==> src/rtl/core/rgcd_pkg.sv <==
// Package for the RSSI gate crossing detector: widths, command and register codes.
package rgcd_pkg;

  localparam int RssiBitsDefault = 8;
  localparam int TimeBitsDefault = 32;

  localparam int CfgDataW = 8;
  localparam int CfgIdxW  = 2;
  localparam int LapW     = 8;
  localparam int CmdW     = 2;

  typedef enum logic [CmdW-1:0] {
    CMD_SAMPLE    = 2'd0,
    CMD_CALIBRATE = 2'd1,
    CMD_END       = 2'd2,
    CMD_RESET     = 2'd3
  } cmd_e;

  typedef enum logic [CfgIdxW-1:0] {
    CFG_ENABLED   = 2'd0,
    CFG_CAL_THR   = 2'd1,
    CFG_CAL_OFS   = 2'd2,
    CFG_EXIT_THR  = 2'd3
  } cfg_idx_e;

endpackage

==> src/rtl/core/rssi_gate_crossing_detector.sv <==
// RSSI gate crossing detector: input stage, per-item state update and result register.
//
// Usage: each request on the input channel (in_valid_i / in_stall_o) is either a
// filtered RSSI sample with its timestamp or a command (calibrate, end crossing,
// reset state). Every request yields exactly one result on the output channel
// (out_valid_o / out_stall_i) carrying the crossing flags, trigger level and the
// record of the last completed pass.
// Pipeline: a request passes the input register, then the state update and result
// register; out_stall_i can hold it in the input register between the two.
// Throughput: one request per cycle unless out_stall_i holds the result; the state
// update is combinational (compare, add, two chained halving adds on the timestamp).
// Stall: while out_stall_i holds the result, one more request is taken into the
// input register; in_stall_o rises only when both registers are full.
// Configuration: cfg_valid_i / cfg_ready_o, always ready; write only while idle.
// Reset: asynchronous, clears the detector state, configuration and both valid flags.
module rssi_gate_crossing_detector
  import rgcd_pkg::*;
#(
  parameter int RSSI_BITS = RssiBitsDefault,
  parameter int TIME_BITS = TimeBitsDefault
) (
  input  logic                 clk_i,
  input  logic                 rst_ni,
  input  logic                 cfg_valid_i,
  output logic                 cfg_ready_o,
  input  logic [CfgIdxW-1:0]   cfg_index_i,
  input  logic [CfgDataW-1:0]  cfg_data_i,
  input  logic                 in_valid_i,
  output logic                 in_stall_o,
  input  logic [CmdW-1:0]      command_i,
  input  logic [RSSI_BITS-1:0] rssi_value_i,
  input  logic [TIME_BITS-1:0] sample_time_i,
  input  logic                 sample_ready_i,
  output logic                 out_valid_o,
  input  logic                 out_stall_i,
  output logic                 in_crossing_o,
  output logic                 calibrating_o,
  output logic [RSSI_BITS-1:0] trigger_level_o,
  output logic                 pass_done_o,
  output logic [RSSI_BITS-1:0] pass_peak_o,
  output logic [TIME_BITS-1:0] pass_time_o,
  output logic [TIME_BITS-1:0] lap_time_o,
  output logic [LapW-1:0]      lap_count_o,
  output logic                 state_valid_o
);

  // configuration
  logic                en_q;
  logic [CfgDataW-1:0] cal_thr_q, cal_ofs_q, exit_thr_q;

  // input stage
  logic                 s1_valid_q, s1_valid_d;
  cmd_e                 cmd_q;
  logic [RSSI_BITS-1:0] rssi_q;
  logic [TIME_BITS-1:0] time_q;
  logic                 rdy_q;

  // detector state
  logic                 cross_q, cross_d;
  logic                 cal_q, cal_d;
  logic [RSSI_BITS-1:0] cur_q, cur_d;
  logic [RSSI_BITS-1:0] trig_q, trig_d;
  logic [RSSI_BITS-1:0] peak_q, peak_d;
  logic [TIME_BITS-1:0] pt_q, pt_d;
  logic [RSSI_BITS-1:0] lpeak_q, lpeak_d;
  logic [TIME_BITS-1:0] lpt_q, lpt_d;
  logic [TIME_BITS-1:0] lap_q, lap_d;
  logic [LapW-1:0]      laps_q, laps_d;
  logic                 done_d;

  // result register
  logic                 out_valid_q, out_valid_d;
  logic                 res_done_q;

  logic                 in_fire, proc_go;
  logic [RSSI_BITS-1:0] cal_thr_x, cal_ofs_x, exit_thr_x;
  logic                 start_hit, cross_now, cal_raise, exit_hit, peak_gt, peak_eq;
  logic [RSSI_BITS-1:0] trig_smp, peak_smp;
  logic [TIME_BITS-1:0] half1, half2, pt_smp;

  function automatic logic [TIME_BITS-1:0] half_sum(input logic [TIME_BITS-1:0] a,
                                                    input logic [TIME_BITS-1:0] b);
    return (a >> 1) + (b >> 1) + TIME_BITS'(a[0] & b[0]);
  endfunction

  assign cfg_ready_o = 1'b1;

  always_ff @(posedge clk_i or negedge rst_ni) begin
    if (!rst_ni) begin
      en_q       <= 1'b0;
      cal_thr_q  <= '0;
      cal_ofs_q  <= '0;
      exit_thr_q <= '0;
    end else if (cfg_valid_i) begin
      unique case (cfg_idx_e'(cfg_index_i))
        CFG_ENABLED:  en_q       <= cfg_data_i[0];
        CFG_CAL_THR:  cal_thr_q  <= cfg_data_i;
        CFG_CAL_OFS:  cal_ofs_q  <= cfg_data_i;
        CFG_EXIT_THR: exit_thr_q <= cfg_data_i;
        default: ;
      endcase
    end
  end

  // handshake
  assign proc_go    = s1_valid_q && (!out_valid_q || !out_stall_i);
  assign in_stall_o = s1_valid_q && !proc_go;
  assign in_fire    = in_valid_i && !in_stall_o;

  always_comb begin
    s1_valid_d = s1_valid_q;
    if (in_fire) begin
      s1_valid_d = 1'b1;
    end else if (proc_go) begin
      s1_valid_d = 1'b0;
    end
    out_valid_d = out_valid_q && out_stall_i;
    if (proc_go) begin
      out_valid_d = 1'b1;
    end
  end

  // sample datapath
  assign cal_thr_x  = RSSI_BITS'(cal_thr_q);
  assign cal_ofs_x  = RSSI_BITS'(cal_ofs_q);
  assign exit_thr_x = RSSI_BITS'(exit_thr_q);

  assign start_hit = (rssi_q > trig_q) && (rssi_q >= cal_thr_x);
  assign cross_now = cross_q || start_hit;
  assign peak_gt   = rssi_q > peak_q;
  assign peak_eq   = rssi_q == peak_q;
  assign half1     = half_sum(time_q, pt_q);
  assign half2     = half_sum(time_q, half1);
  assign peak_smp  = peak_gt ? rssi_q : peak_q;
  assign pt_smp    = peak_gt ? time_q : (peak_eq ? half2 : pt_q);

  // trigger + offset < rssi covers both the no-underflow and the raise test
  assign cal_raise = ({1'b0, trig_q} + {1'b0, cal_ofs_x}) < {1'b0, rssi_q};
  assign trig_smp  = (cal_q && cal_raise) ? (rssi_q - cal_ofs_x) : trig_q;
  // rssi + exit < trigger covers both the trigger above exit test and the drop
  assign exit_hit  = ({1'b0, rssi_q} + {1'b0, exit_thr_x}) < {1'b0, trig_smp};

  always_comb begin
    cross_d = cross_q;
    cal_d   = cal_q;
    cur_d   = cur_q;
    trig_d  = trig_q;
    peak_d  = peak_q;
    pt_d    = pt_q;
    lpeak_d = lpeak_q;
    lpt_d   = lpt_q;
    lap_d   = lap_q;
    laps_d  = laps_q;
    done_d  = 1'b0;
    if (proc_go) begin
      unique case (cmd_q)
        CMD_SAMPLE: begin
          if (rdy_q && en_q) begin
            cur_d = rssi_q;
            if (cross_now) begin
              cross_d = 1'b1;
              peak_d  = peak_smp;
              pt_d    = pt_smp;
              trig_d  = trig_smp;
              if (exit_hit) begin
                lpeak_d = peak_smp;
                lap_d   = pt_smp - lpt_q;
                lpt_d   = pt_smp;
                laps_d  = laps_q + LapW'(1);
                cross_d = 1'b0;
                cal_d   = 1'b0;
                peak_d  = '0;
                done_d  = 1'b1;
              end
            end
          end
        end
        CMD_CALIBRATE: begin
          cross_d = 1'b0;
          cal_d   = 1'b1;
          peak_d  = '0;
          trig_d  = cur_q;
        end
        CMD_END: begin
          lpeak_d = peak_q;
          lap_d   = pt_q - lpt_q;
          lpt_d   = pt_q;
          laps_d  = laps_q + LapW'(1);
          cross_d = 1'b0;
          cal_d   = 1'b0;
          peak_d  = '0;
          done_d  = 1'b1;
        end
        CMD_RESET: begin
          cross_d = 1'b0;
          peak_d  = '0;
        end
        default: ;
      endcase
    end
  end

  always_ff @(posedge clk_i or negedge rst_ni) begin
    if (!rst_ni) begin
      s1_valid_q  <= 1'b0;
      out_valid_q <= 1'b0;
      cross_q     <= 1'b0;
      cal_q       <= 1'b0;
      cur_q       <= '0;
      trig_q      <= '0;
      peak_q      <= '0;
      pt_q        <= '0;
      lpeak_q     <= '0;
      lpt_q       <= '0;
      lap_q       <= '0;
      laps_q      <= '0;
    end else begin
      s1_valid_q  <= s1_valid_d;
      out_valid_q <= out_valid_d;
      cross_q     <= cross_d;
      cal_q       <= cal_d;
      cur_q       <= cur_d;
      trig_q      <= trig_d;
      peak_q      <= peak_d;
      pt_q        <= pt_d;
      lpeak_q     <= lpeak_d;
      lpt_q       <= lpt_d;
      lap_q       <= lap_d;
      laps_q      <= laps_d;
    end
  end

  // payload registers
  always_ff @(posedge clk_i) begin
    if (in_fire) begin
      cmd_q  <= cmd_e'(command_i);
      rssi_q <= rssi_value_i;
      time_q <= sample_time_i;
      rdy_q  <= sample_ready_i;
    end
    if (proc_go) begin
      res_done_q <= done_d;
    end
  end

  // state registers hold the result until the next request is processed
  assign out_valid_o     = out_valid_q;
  assign in_crossing_o   = cross_q;
  assign calibrating_o   = cal_q;
  assign trigger_level_o = trig_q;
  assign pass_done_o     = res_done_q;
  assign pass_peak_o     = lpeak_q;
  assign pass_time_o     = lpt_q;
  assign lap_time_o      = lap_q;
  assign lap_count_o     = laps_q;
  assign state_valid_o   = cur_q <= peak_q;

`ifndef NO_ASSERTIONS
  a_peak_idle: assert property (@(posedge clk_i) disable iff (!rst_ni)
    !cross_q |-> peak_q == '0)
    else $error("peak level held outside a crossing");

  a_pass_clears: assert property (@(posedge clk_i) disable iff (!rst_ni)
    out_valid_o && pass_done_o |-> !in_crossing_o && !calibrating_o)
    else $error("pass result with crossing or calibration still set");

  a_lap_step: assert property (@(posedge clk_i) disable iff (!rst_ni)
    proc_go && done_d |=> laps_q == $past(laps_q) + LapW'(1))
    else $error("lap count did not advance on a pass");

  a_stall_full: assert property (@(posedge clk_i) disable iff (!rst_ni)
    in_stall_o |-> s1_valid_q && out_valid_q && out_stall_i)
    else $error("input stalled with free room");

  a_state_hold: assert property (@(posedge clk_i) disable iff (!rst_ni)
    !proc_go |=> $stable(laps_q) && $stable(trig_q) && $stable(cross_q))
    else $error("state changed without a processed request");
`endif

endmodule

==> config.mk <==
export PLATFORM = sky130hd
export DESIGN_NAME = rssi_gate_crossing_detector
export DESIGN_NICKNAME = d
export VERILOG_FILES = /design/src/rtl/core/rgcd_pkg.sv /design/src/rtl/core/rssi_gate_crossing_detector.sv
export SDC_FILE = /design/constraint.sdc
export NUM_CORES = 1
export LEC_CHECK = 0
export BUFFER_PORTS_ARGS = -buffer_cell sky130_fd_sc_hd__buf_2
export CORE_AREA = 2 2 229 141
export CTS_CLUSTER_DIAMETER = 120
export DETAILED_ROUTE_END_ITERATION = 8
export DIE_AREA = 0 0 231 143
export PLACE_DENSITY = 0.74
export SLEW_MARGIN = 20
export SYNTH_ARGS = -nofsm -noshare
export SYNTH_HDL_FRONTEND = slang
export SYNTH_SLANG_ARGS = --single-unit
==> constraint.sdc <==
create_clock -name clk_i -period 17.86 [get_ports clk_i]
set_clock_uncertainty 0.15 [all_clocks]
set_input_delay 1.786 -clock clk_i [delete_from_list [all_inputs] [get_ports clk_i]]
set_output_delay 1.786 -clock clk_i [all_outputs]
set_load 0.05 [all_outputs]
-- Word-level counts from Yosys, hierarchy flattened
Cells that the tools add are included.
- input bits: 58
- register bits after elaboration: 209
- output and inout bits: 95
- equality and inequality tests: 10
- muxes and demuxes: 42
- bitwise logic cells: 2
- add/sub/neg operators: 10
- magnitude comparators: 6
- reductions and logical operators: 30
- operators by type and width (cell ; count):
    two-way mux 32 bit ; 8
    case mux 32 bit (2 select lines) ; 2
    two-way mux 8 bit ; 13
    adder 31 x 31 -> 32 bit ; 2
    adder 32 x 1 -> 32 bit ; 2
    case mux 8 bit (2 select lines) ; 4
    subtractor 32 bit ; 2
    adder 8 x 8 -> 9 bit ; 2
    < comparator 9 x 8 -> 1 bit ; 2
    > comparator 8 bit ; 2
    two-way mux 1 bit ; 12
    AND reduction 5 bit ; 2
    adder 8 x 1 -> 8 bit, second input constant ; 1
    == test 2 bit, second input constant ; 4
    == test 8 bit ; 1
    >= comparator 8 bit ; 1
    less-or-equal comparator 8 bit ; 1
    AND reduction 2 bit ; 4
    AND reduction 4 bit ; 2
    subtractor 8 bit ; 1
    logical AND 1 bit ; 7
    != test 2 bit, second input constant ; 3
    AND reduction 3 bit ; 2
    nonzero test 2 bit ; 3
    other kinds (9) ; 17

-- Logic depth before layout (Yosys ltp)
Gate-level depths: netlist (run 1).
- depth after elaboration: 11
- gate-level depth with buffers: 35

-- Worst setup path after synthesis (run 1)
Ideal clock, no wire load.
- path type: reg2reg
- from: reg time_q[1]
- to: reg lap_q[30], in the netlist lap_time_o[30]
- cell stages (with the launch flop): 36
- period minus slack after synthesis: 6506 ps
- arrival time: 6220 ps
- path slack: 11354 ps
- cell sequence: edfxtp_1 -> inv_1 -> fa_1 -> inv_1 -> fa_1 -> a21o_1 -> a21oi_1 -> o21ai_0 -> a21boi_0 -> and2_1 -> o21a_1 -> o21ai_0 -> nand2b_1 -> a21oi_1 -> xnor2_1 -> ha_1 -> a21oi_1 -> o21ai_0 -> a31oi_1 -> o21ai_0 -> a31oi_4 -> o21bai_1 -> xor2_1 -> o31a_1 -> ha_1 -> clkbuf_1 -> o21a_1 -> o21a_1 -> o21ai_0 -> nand2b_1 -> nand3_1 -> o31ai_1 -> or4_1 -> a41o_1 -> xnor2_1 -> o21ai_0
- longest elaborated chain between the ends: 11
- ends and longest elaborated chain (element ; line ; text):
    start: declaration ; rssi_gate_crossing_detector.sv:55 ; logic [TIME_BITS-1:0] time_q;
    start signal: assignment ; rssi_gate_crossing_detector.sv:238 ; time_q <= sample_time_i;
    adder 31 x 31 -> 32 bit ; rssi_gate_crossing_detector.sv:83 ; return (a >> 1) + (b >> 1) + TIME_BITS'(a[0] & b[0]);
    adder 32 x 1 -> 32 bit ; rssi_gate_crossing_detector.sv:83 ;
    adder 31 x 31 -> 32 bit / bitwise AND 1 bit (equally long branches) ; rssi_gate_crossing_detector.sv:83 ;
    adder 32 x 1 -> 32 bit ; rssi_gate_crossing_detector.sv:83 ;
    two-way mux 32 bit ; rssi_gate_crossing_detector.sv:135 ; assign pt_smp = peak_gt ? time_q : (peak_eq ? half2 : pt_q);
    two-way mux 32 bit * ; rssi_gate_crossing_detector.sv:135 ;
    subtractor 32 bit * ; rssi_gate_crossing_detector.sv:167 ; lap_d = pt_smp - lpt_q;
    two-way mux 32 bit * ; rssi_gate_crossing_detector.sv:165 ; if (exit_hit) begin
    two-way mux 32 bit * ; rssi_gate_crossing_detector.sv:160 ; if (cross_now) begin
    two-way mux 32 bit * ; rssi_gate_crossing_detector.sv:158 ; if (rdy_q && en_q) begin
    case mux 32 bit (2 select lines) * ; rssi_gate_crossing_detector.sv:156 ; unique case (cmd_q)
    end signal: assignment ; rssi_gate_crossing_detector.sv:228 ; lap_q <= lap_d;
    end: declaration ; rssi_gate_crossing_detector.sv:67 ; logic [TIME_BITS-1:0] lap_q, lap_d;
Every way passes the cells marked *; elsewhere a longest branch is shown, timed or not. The select of a mux whose other input is x is not followed.
A chain may end at the register's enable or synchronous reset.

-- Worst setup path after layout (run 1)
- from: reg time_q[1]
- to: reg lap_q[31], in the netlist lap_time_o[31]
Same word-level chain as after synthesis.

==> impl_metrics.env, run 1 <==
export IMPL_status="complete, no violations"
export IMPL_die_h_um=143
export IMPL_wl_mm=46.6
export IMPL_final_hold_viol_count=0
export IMPL_tns_ns=0
export IMPL_fillers=2741
export IMPL_grt_use_met1=0.441
export IMPL_htreeDepth=1
export IMPL_grt_total_usage=0.283
export IMPL_drc_errors=0
export IMPL_syn_area_mm2=0.0153
export IMPL_cts_resized_gates=0
export IMPL_core_area_mm2=0.0308
export IMPL_setup_violations=0
export IMPL_ir_drop_mv=0.133
export IMPL_clkPwrFrac=0.162
export IMPL_cpPeakStageDelay_ns=0.44
export IMPL_p_comb_frac=0.611
export IMPL_post_dp_hpwl_mm=35.2
export IMPL_use_met3=0.0933
export IMPL_layout_min_cycle_time_ns=7.84
export IMPL_tightest_slew_ns=0.942
export IMPL_area_growth_syn_to_layout_pct=13.5
export IMPL_cts_tree="yes"
export IMPL_netlist_area_leader_share=0.271
export IMPL_drt_iter0_drc=1522
export IMPL_ios=153
export IMPL_synthFlopType="dfrtp_1"
export IMPL_worst_path_max_delay_cell="edfxtp_1"
export IMPL_ys_seq_area_frac=0.357
export IMPL_dieArea_mm2=0.0330
export IMPL_post_cts_buffers=0
export IMPL_io_buffers=151
export IMPL_rows=50
export IMPL_die_width_um=231
export IMPL_postRouteAntennaNets=0
export IMPL_pwr_density_cell_mw_per_mm2=191
export IMPL_switching_share=0.499
export IMPL_grt_pass1_wl_mm=72.3
export IMPL_worstSetupPathType="reg2reg"
export IMPL_clock_sinks=209
export IMPL_dr_total_vias=13298
export IMPL_routabilityCongestion=0.975
export IMPL_synth_cell_types=80
export IMPL_wire_per_inst_um=21.1
export IMPL_synth_seq_cells=209
export IMPL_seqCellArea_mm2=0.00545
export IMPL_intPower_mw=1.66
export IMPL_end_kind="register"
export IMPL_top_usage_layer="met1"
export IMPL_arrival_ns=8.09
export IMPL_syn_avg_cell_area_um2=9.34
export IMPL_antenna_found_initial=2
export IMPL_cts_root_buf="clkbuf_16"
export IMPL_synthTopCellsByArea="dfrtp_1, ha_1, edfxtp_1"
export IMPL_netSwitchingPower_mw=1.65
export IMPL_path_common_cell="a21oi_1"
export IMPL_post_route_util=0.562
export IMPL_dr_pass1_iters=6
export IMPL_grt_pass1_vias=12502
export IMPL_grt_max_degree=100
export IMPL_cts_max_path_buffers=3
export IMPL_fin_crit_sh=0.439
export IMPL_gr_usage_met2=0.369
export IMPL_clkSlewWorstSetupHoldPaths_ns=0.07
export IMPL_clk_latency_ns=0.55
export IMPL_synth_edf_count=44
export IMPL_postCtsHoldBufs=0
export IMPL_crit_fanout=6
export IMPL_syn_num_nets=1863
export IMPL_ys_warn_count=0
export IMPL_worst_setup_path_start_kind="register"
export IMPL_slew_headroom=0.365
export IMPL_multi_input_area_mm2=0.00921
export IMPL_via_per_inst=6.02
export IMPL_layout_drive_gt1_share=0.162
export IMPL_grt_ovfl_total=0
export IMPL_fmax_mhz=128
export IMPL_nets=2003
export IMPL_async_reset_ff_frac=0.789
export IMPL_yosys_top_cells_count="dfrtp_1, ha_1, a21oi_1, nand2_1, nor2_1"
export IMPL_syn_inst=1633
export IMPL_rsz0062_at_grt="false"
export IMPL_cp_required_ns=18.11
export IMPL_seqPwrFrac=0.227
export IMPL_cts_buffers=24
export IMPL_yosys_area_top_type="dfrtp_1"
export IMPL_start_util=0.496
export IMPL_synth_most_common_cell="dfrtp_1"
export IMPL_maxCapViolCount=0
export IMPL_leakagePower_nw=8.25
export IMPL_drv_slew=0
export IMPL_hold_path_class="reg2reg"
flip-flops by register name, summed over array words and instances, names as in the netlist, 2 cells and up:
signal and cells:
pass_time_o 32, pass_peak_o 8, peak_q 8, lap_count_o 8, cur_q 8, time_q 32
cmd_q 2, pt_q 32, trigger_level_o 8, rssi_q 8, cal_thr_q 8, lap_time_o 32
exit_thr_q 8, cal_ofs_q 8
cell usage in the layout, fill, tap and decap left out, drive strengths merged, types with 12 or more instances in the layout:
master and count:
a21o 61, a21oi 153, and3 15, buf 165, clkbuf 31, dfrtp 165
edfxtp 44, ha 164, inv 111, mux2 57, mux2i 31, nand2 132
nand2b 18, nand3 31, nand4 12, nor2 117, nor2b 13, o21a 15
o21ai 123, o21bai 23, o22a 19, o22ai 12, xnor2 68, xor2 34
metrics by stage:
| step | hold slack, ns | area (um^2) | setup slack, ns | total power, mW | instances |
|---|---|---|---|---|---|
| 2_1_floorplan | 0.300 | 15300 | 11.35 | 2.22 | 1633 |
| 3_3_place_gp | 0.302 | 16500 | 10.46 | 2.68 | 2163 |
| 3_5_place_dp | 0.302 | 16500 | 10.25 | 2.71 | 2163 |
| 4_1_cts | 0.319 | 17300 | 10.19 | 3.27 | 2207 |
| 5_1_grt | 0.346 | 17300 | 9.42 | 3.51 | 2209 |
| 6_report | 0.316 | 17300 | 10.02 | 3.31 | 2209 |
power groups by stage:
| stage | combinational (mW) | sequential (mW) | clock (mW) |
|---|---|---|---|
| 6_report | 2.02 | 0.750 | 0.535 |
| 2_1_floorplan | 1.22 | 0.997 | 0 |
| 3_3_place_gp | 1.93 | 0.748 | 0 |
| 3_5_place_dp | 1.96 | 0.749 | 0 |
| 5_1_grt | 2.19 | 0.764 | 0.563 |
| 4_1_cts | 1.98 | 0.743 | 0.542 |
critical path: cells and delay by family (launching register included):
family	cells	cell delay, ns
DFF	1	0.44
AOI/OAI and AO/OA	18	3.58
and+or+nand+nor	8	1.53
adders and majority gates	4	1.34
xor gates and xnor gates	3	0.44
buffers and inverters	2	0.18
final timing paths:
kind / from / to / slack, ns / cells after the start
max: time_q[1] / lap_time_o[31] / 10.02 / 35
min: lap_count_o[7] / lap_count_o[7] / 0.32 / 1
max reg2reg: time_q[1] / lap_time_o[31] / 10.02 / 35
min reg2reg: lap_count_o[7] / lap_count_o[7] / 0.32 / 1
max in group asynchronous: rst_ni / pt_q[7] / 14.86 / 2
min in group asynchronous: rst_ni / lap_count_o[7] / 1.20 / 1
cell type report:
type	count	share of cell area
Multi-Input combinational cell	1264	0.532
Tap cell	416	0.0301
Inverter	109	0.0236
Clock inverter	13	0.00882
Antenna cell	2	0.000289
Clock buffer	31	0.0403
Timing Repair Buffer	165	0.0501
Sequential cell	209	0.315
per-layer routing:
metal	vias to the layer above	wire (um)
met5	-	0
met4	0	1020
met3	72	5620
met2	621	17500
met1	6389	22500
li1	6216	-
kinds of logic after synthesis:
group                    count (synthesis)  share of synthesized area
AO/OA/AOI/OAI                          512                      0.218
XOR/XNOR                               102                     0.0586
adder cells (fa/ha/maj)                172                      0.145
buffers and inverters                  160                     0.0404
flip-flops                             209                      0.357
multiplexers                            88                     0.0627
other                                    1                   0.000246
AND/OR/NAND/NOR                        389                      0.117
No activity file was read; power rests on OpenSTA's default activity.
==> run 2, diff against run 1 <==
clock period = 8 ns   (was 17.86 ns; I/O delays follow)
==> impl_metrics.env, run 2 (synthesis gave the netlist of run 1 again) <==
export IMPL_start_util=0.496
export IMPL_maxCapViolCount=0
export IMPL_post_dp_hpwl_mm=34.9
export IMPL_arrival_ns=7.66
export IMPL_intPower_mw=3.71
export IMPL_dpl_worst_slack_ns=0.582
export IMPL_tns_ns=0
export IMPL_clkPwrFrac=0.158
export IMPL_wire_per_inst_um=20.8
export IMPL_switching_share=0.496
export IMPL_dieArea_mm2=0.0330
export IMPL_slew_headroom=0.398
export IMPL_fin_crit_sh=0.928
export IMPL_area_growth_syn_to_layout_pct=14.0
export IMPL_final_common_cell="dfrtp_1"
export IMPL_worst_path_max_delay_cell="fa_1"
export IMPL_post_route_util=0.565
export IMPL_postRouteAntennaNets=0
export IMPL_routabilityCongestion=0.982
export IMPL_clkSlewWorstSetupHoldPaths_ns=0.07
export IMPL_htreeDepth=1
export IMPL_fin_area_mm2=0.0174
export IMPL_rows=50
export IMPL_die_h_um=143
export IMPL_ir_drop_mv=0.349
export IMPL_layout_min_cycle_time_ns=7.43
export IMPL_drc_errors=0
export IMPL_nets=2011
export IMPL_leakagePower_nw=8.31
export IMPL_dr_pass1_iters=5
export IMPL_via_per_inst=5.91
export IMPL_hold_path_class="in2async"
export IMPL_crit_fanout=6
export IMPL_grt_pass1_vias=12247
export IMPL_final_hold_viol_count=0
export IMPL_fmax_mhz=135
export IMPL_cts_max_path_buffers=3
export IMPL_worst_hold_slack_ns=0.221
export IMPL_pwr_density_cell_mw_per_mm2=424
export IMPL_totalPowerFinal_mw=7.38
export IMPL_p_comb_frac=0.616
export IMPL_setup_violations=0
export IMPL_seqCellArea_mm2=0.00545
export IMPL_fillers=2764
export IMPL_cp_required_ns=8.23
export IMPL_layout_drive_gt1_share=0.165
export IMPL_io_buffers=151
export IMPL_dr_total_vias=13093
export IMPL_end_kind="register"
export IMPL_ios=153
export IMPL_post_cts_buffers=0
export IMPL_wl_mm=46.1
export IMPL_drv_slew=0
export IMPL_postCtsHoldBufs=0
export IMPL_clk_latency_ns=0.55
export IMPL_grt_max_degree=110
export IMPL_grt_ovfl_total=0
export IMPL_seqPwrFrac=0.226
export IMPL_multi_input_area_mm2=0.00922
export IMPL_cts_resized_gates=0
export IMPL_cts_tree="yes"
export IMPL_worstSetupPathType="reg2reg"
export IMPL_cts_root_buf="clkbuf_16"
export IMPL_placedInstanceArea_mm2=0.0165
export IMPL_dp_cells=2172
export IMPL_status="complete, no violations"
export IMPL_grt_pass1_wl_mm=70.8
export IMPL_finalWorstSetupSlack_ns=0.574
export IMPL_grt_total_usage=0.279
export IMPL_antenna_found_initial=2
export IMPL_layout_common_cells="dfrtp_1, ha_1, a21oi_1, buf_2, nand2_1"
export IMPL_die_width_um=231
export IMPL_cpPeakStageDelay_ns=0.45
export IMPL_tightest_slew_ns=0.903
export IMPL_netSwitchingPower_mw=3.66
export IMPL_core_area_mm2=0.0308
export IMPL_cts_buffers=23
export IMPL_worst_setup_path_start_kind="register"
export IMPL_drt_iter0_drc=1582
export IMPL_stdcell_count=2216
export IMPL_clock_sinks=209
-- run 2: cell count changes in the layout (fill, tap and decap cells not counted), moves of 2 or more --
cell,delta
buf_4,+8
clkinvlp_4,-3
clkinv_4,-3
clkbuf_16,+2
clkbuf_1,+3
-- run 2: critical path: cells and delay by family, from the launching register on --
family | cells | cell delay [ns]
AOI/OAI and AO/OA | 16 | 3.02
and+or+nand+nor | 8 | 1.76
adders and majority gates | 4 | 1.34
DFF | 1 | 0.44
xor gates and xnor gates | 3 | 0.38
buffers and inverters | 2 | 0.18
-- run 2: layout make-up --
cell class	count	share of cell area
flip-flops and latches	209	0.314
clock inverters	7	0.00475
clock buffers	35	0.0429
repair buffers	174	0.0546
multi-input cells	1264	0.530
inverters	109	0.0235
diodes	2	0.000288
well taps	416	0.0299
-- run 2: final timing paths --
| path | start | slack (ns) | endpoint | depth (start not counted) |
|---|---|---|---|---|
| max in group asynchronous | rst_ni | 6.10 | exit_thr_q[0] | 2 |
| min reg2reg | lap_count_o[7] | 0.33 | lap_count_o[7] | 1 |
| min | rst_ni | 0.22 | cal_thr_q[4] | 1 |
| max reg2reg | time_q[1] | 0.57 | lap_time_o[30] | 33 |
| min in group clk_i | rssi_value_i[3] | 0.27 | rssi_q[3] | 1 |
| max | time_q[1] | 0.57 | lap_time_o[30] | 33 |
-- run 2: metal layers --
metal | up-vias | wire length [um] | share of wire | global-route usage
li1 | 6212 | - | - | -
met1 | 6194 | 22300 | 0.48 | 0.436
met2 | 622 | 17200 | 0.37 | 0.363
met3 | 65 | 5500 | 0.12 | 0.0877
met4 | 0 | 1070 | 0.023 | 0.0652
met5 | - | 0 | 0 | 0
-- run 2: power groups by stage --
| stage | logic, mW | clock network (mW) | registers (mW) |
|---|---|---|---|
| 5_1_grt | 4.94 | 1.23 | 1.70 |
| 6_report | 4.55 | 1.16 | 1.67 |
| 2_1_floorplan | 2.73 | 0 | 2.22 |
| 4_1_cts | 4.45 | 1.18 | 1.66 |
| 3_5_place_dp | 4.41 | 0 | 1.67 |
| 3_3_place_gp | 4.35 | 0 | 1.66 |
==> run 3, diff against run 2 <==
CORE_AREA = 2 2 218 134   (was 2 2 229 141)
DIE_AREA = 0 0 220 136   (was 0 0 231 143)
PLACE_DENSITY = 0.8   (was 0.74)
==> impl_metrics.env, run 3 (synthesis gave the netlist of run 1 again) <==
export IMPL_multi_input_area_mm2=0.00921
export IMPL_tns_ns=0
export IMPL_dr_pass1_iters=6
export IMPL_ios=153
export IMPL_post_route_util=0.608
export IMPL_die_width_um=220
export IMPL_totalPowerFinal_mw=7.15
export IMPL_arrival_ns=7.65
export IMPL_wire_per_inst_um=21.3
export IMPL_via_per_inst=6.11
export IMPL_path_common_cell="a21oi_1"
export IMPL_post_cts_buffers=0
export IMPL_end_kind="register"
export IMPL_crit_family="compound AO/OA/AOI/OAI gates"
export IMPL_cts_root_buf="clkbuf_16"
export IMPL_rsz0062_at_grt="false"
export IMPL_layout_common_cells="dfrtp_1, ha_1, a21oi_1, buf_2, nand2_1"
export IMPL_cts_buffers=21
export IMPL_worst_setup_path_start_kind="register"
export IMPL_final_hold_viol_count=0
export IMPL_layout_min_cycle_time_ns=7.41
export IMPL_rows=48
export IMPL_grt_max_degree=99
export IMPL_core_area_mm2=0.0281
export IMPL_path_buf_inv=2
export IMPL_pwr_density_cell_mw_per_mm2=418
export IMPL_postRouteAntennaNets=0
export IMPL_hold_path_class="in2async"
export IMPL_cts_tree="yes"
export IMPL_routabilityCongestion=1.03
export IMPL_grt_total_usage=0.311
export IMPL_worstSetupPathType="reg2reg"
export IMPL_fin_area_mm2=0.0171
export IMPL_nets=2002
export IMPL_start_util=0.543
export IMPL_grt_ovfl_total=0
export IMPL_layout_drive_gt1_share=0.158
export IMPL_clk_latency_ns=0.53
export IMPL_rr_worst_depth=35
export IMPL_setup_violations=0
export IMPL_drt_iter0_drc=1622
export IMPL_reg2reg_to="lap_time_o[31]"
export IMPL_r2r_slack_ns=0.59
export IMPL_fmax_mhz=135
export IMPL_fillers=2408
export IMPL_post_dp_hpwl_mm=35.0
export IMPL_slew_headroom=0.306
export IMPL_grt_pass1_wl_mm=71.1
export IMPL_ir_drop_mv=0.317
export IMPL_fin_crit_sh=0.926
export IMPL_die_h_um=136
export IMPL_drv_slew=0
export IMPL_wl_mm=46.2
export IMPL_tightest_slew_ns=1.04
export IMPL_grt_pass1_vias=12327
export IMPL_antenna_found_initial=3
export IMPL_worst_path_max_delay_cell="edfxtp_1"
export IMPL_drc_errors=0
export IMPL_seqCellArea_mm2=0.00545
export IMPL_area_growth_syn_to_layout_pct=12.0
export IMPL_worst_r2r_startpoint="time_q[1]"
export IMPL_cts_max_path_buffers=3
export IMPL_clock_sinks=209
export IMPL_htreeDepth=1
export IMPL_dr_total_vias=13235
export IMPL_final_common_cell="dfrtp_1"
export IMPL_maxCapViolCount=0
export IMPL_leakagePower_nw=8.17
export IMPL_crit_fanout=6
export IMPL_status="complete, no violations"
export IMPL_cp_required_ns=8.25
export IMPL_dieArea_mm2=0.0299
export IMPL_clkSlewWorstSetupHoldPaths_ns=0.06
export IMPL_io_buffers=151
export IMPL_placedInstanceArea_mm2=0.0164
export IMPL_cpPeakStageDelay_ns=0.44
run 3: area by class of cell:
type / instances / area share
clock buffers: 30 / 0.0345
inverters: 109 / 0.0240
multi-input cells: 1264 / 0.539
flip-flops and latches: 209 / 0.319
repair buffers: 167 / 0.0524
clock inverters: 8 / 0.00271
diodes: 3 / 0.000440
well taps: 375 / 0.0275
run 3: repair_timing:
item                       in CTS  in global routing
hold endpoints to repair        0                  0
setup endpoints to repair       0                  2
gates resized for setup         0                  1
hold buffers                    0                  0
run 3: layer usage:
layer | track usage | wire length, um | part of all wire | up-vias
met2 | 0.396 | 17100 | 0.37 | 633
met4 | 0.0604 | 914 | 0.020 | 0
met5 | 0 | 0 | 0 | -
met1 | 0.491 | 22400 | 0.48 | 6301
met3 | 0.115 | 5840 | 0.13 | 68
li1 | - | - | - | 6233
run 3: worst max path at each step:
stage               slack [ns]  startpoint  cells past startpoint        endpoint
floorplan                 1.49   time_q[1]                     35  lap_time_o[30]
global placement          0.87   time_q[1]                     33  lap_time_o[30]
detailed placement        0.69   time_q[1]                     35  lap_time_o[31]
CTS                       0.59   time_q[1]                     35  lap_time_o[31]
global route              0.09   time_q[1]                     35  lap_time_o[31]
finish                    0.59   time_q[1]                     35  lap_time_o[31]
run 3: stage by stage:
stage / std cells / hold WS, ns / setup WS, ns
floorplan: 1633 / 0.300 / 1.49
global placement: 2124 / 0.301 / 0.870
detailed placement: 2124 / 0.319 / 0.692
CTS: 2162 / 0.274 / 0.595
global route: 2165 / 0.282 / 0.0930
finish: 2165 / 0.232 / 0.594
run 3: power by group:
group / leakage, nW / internal (mW) / switching (mW)
Sequential: 2.48 / 1.38 / 0.311
Combinational: 5.37 / 1.63 / 2.87
Clock: 0.317 / 0.515 / 0.440
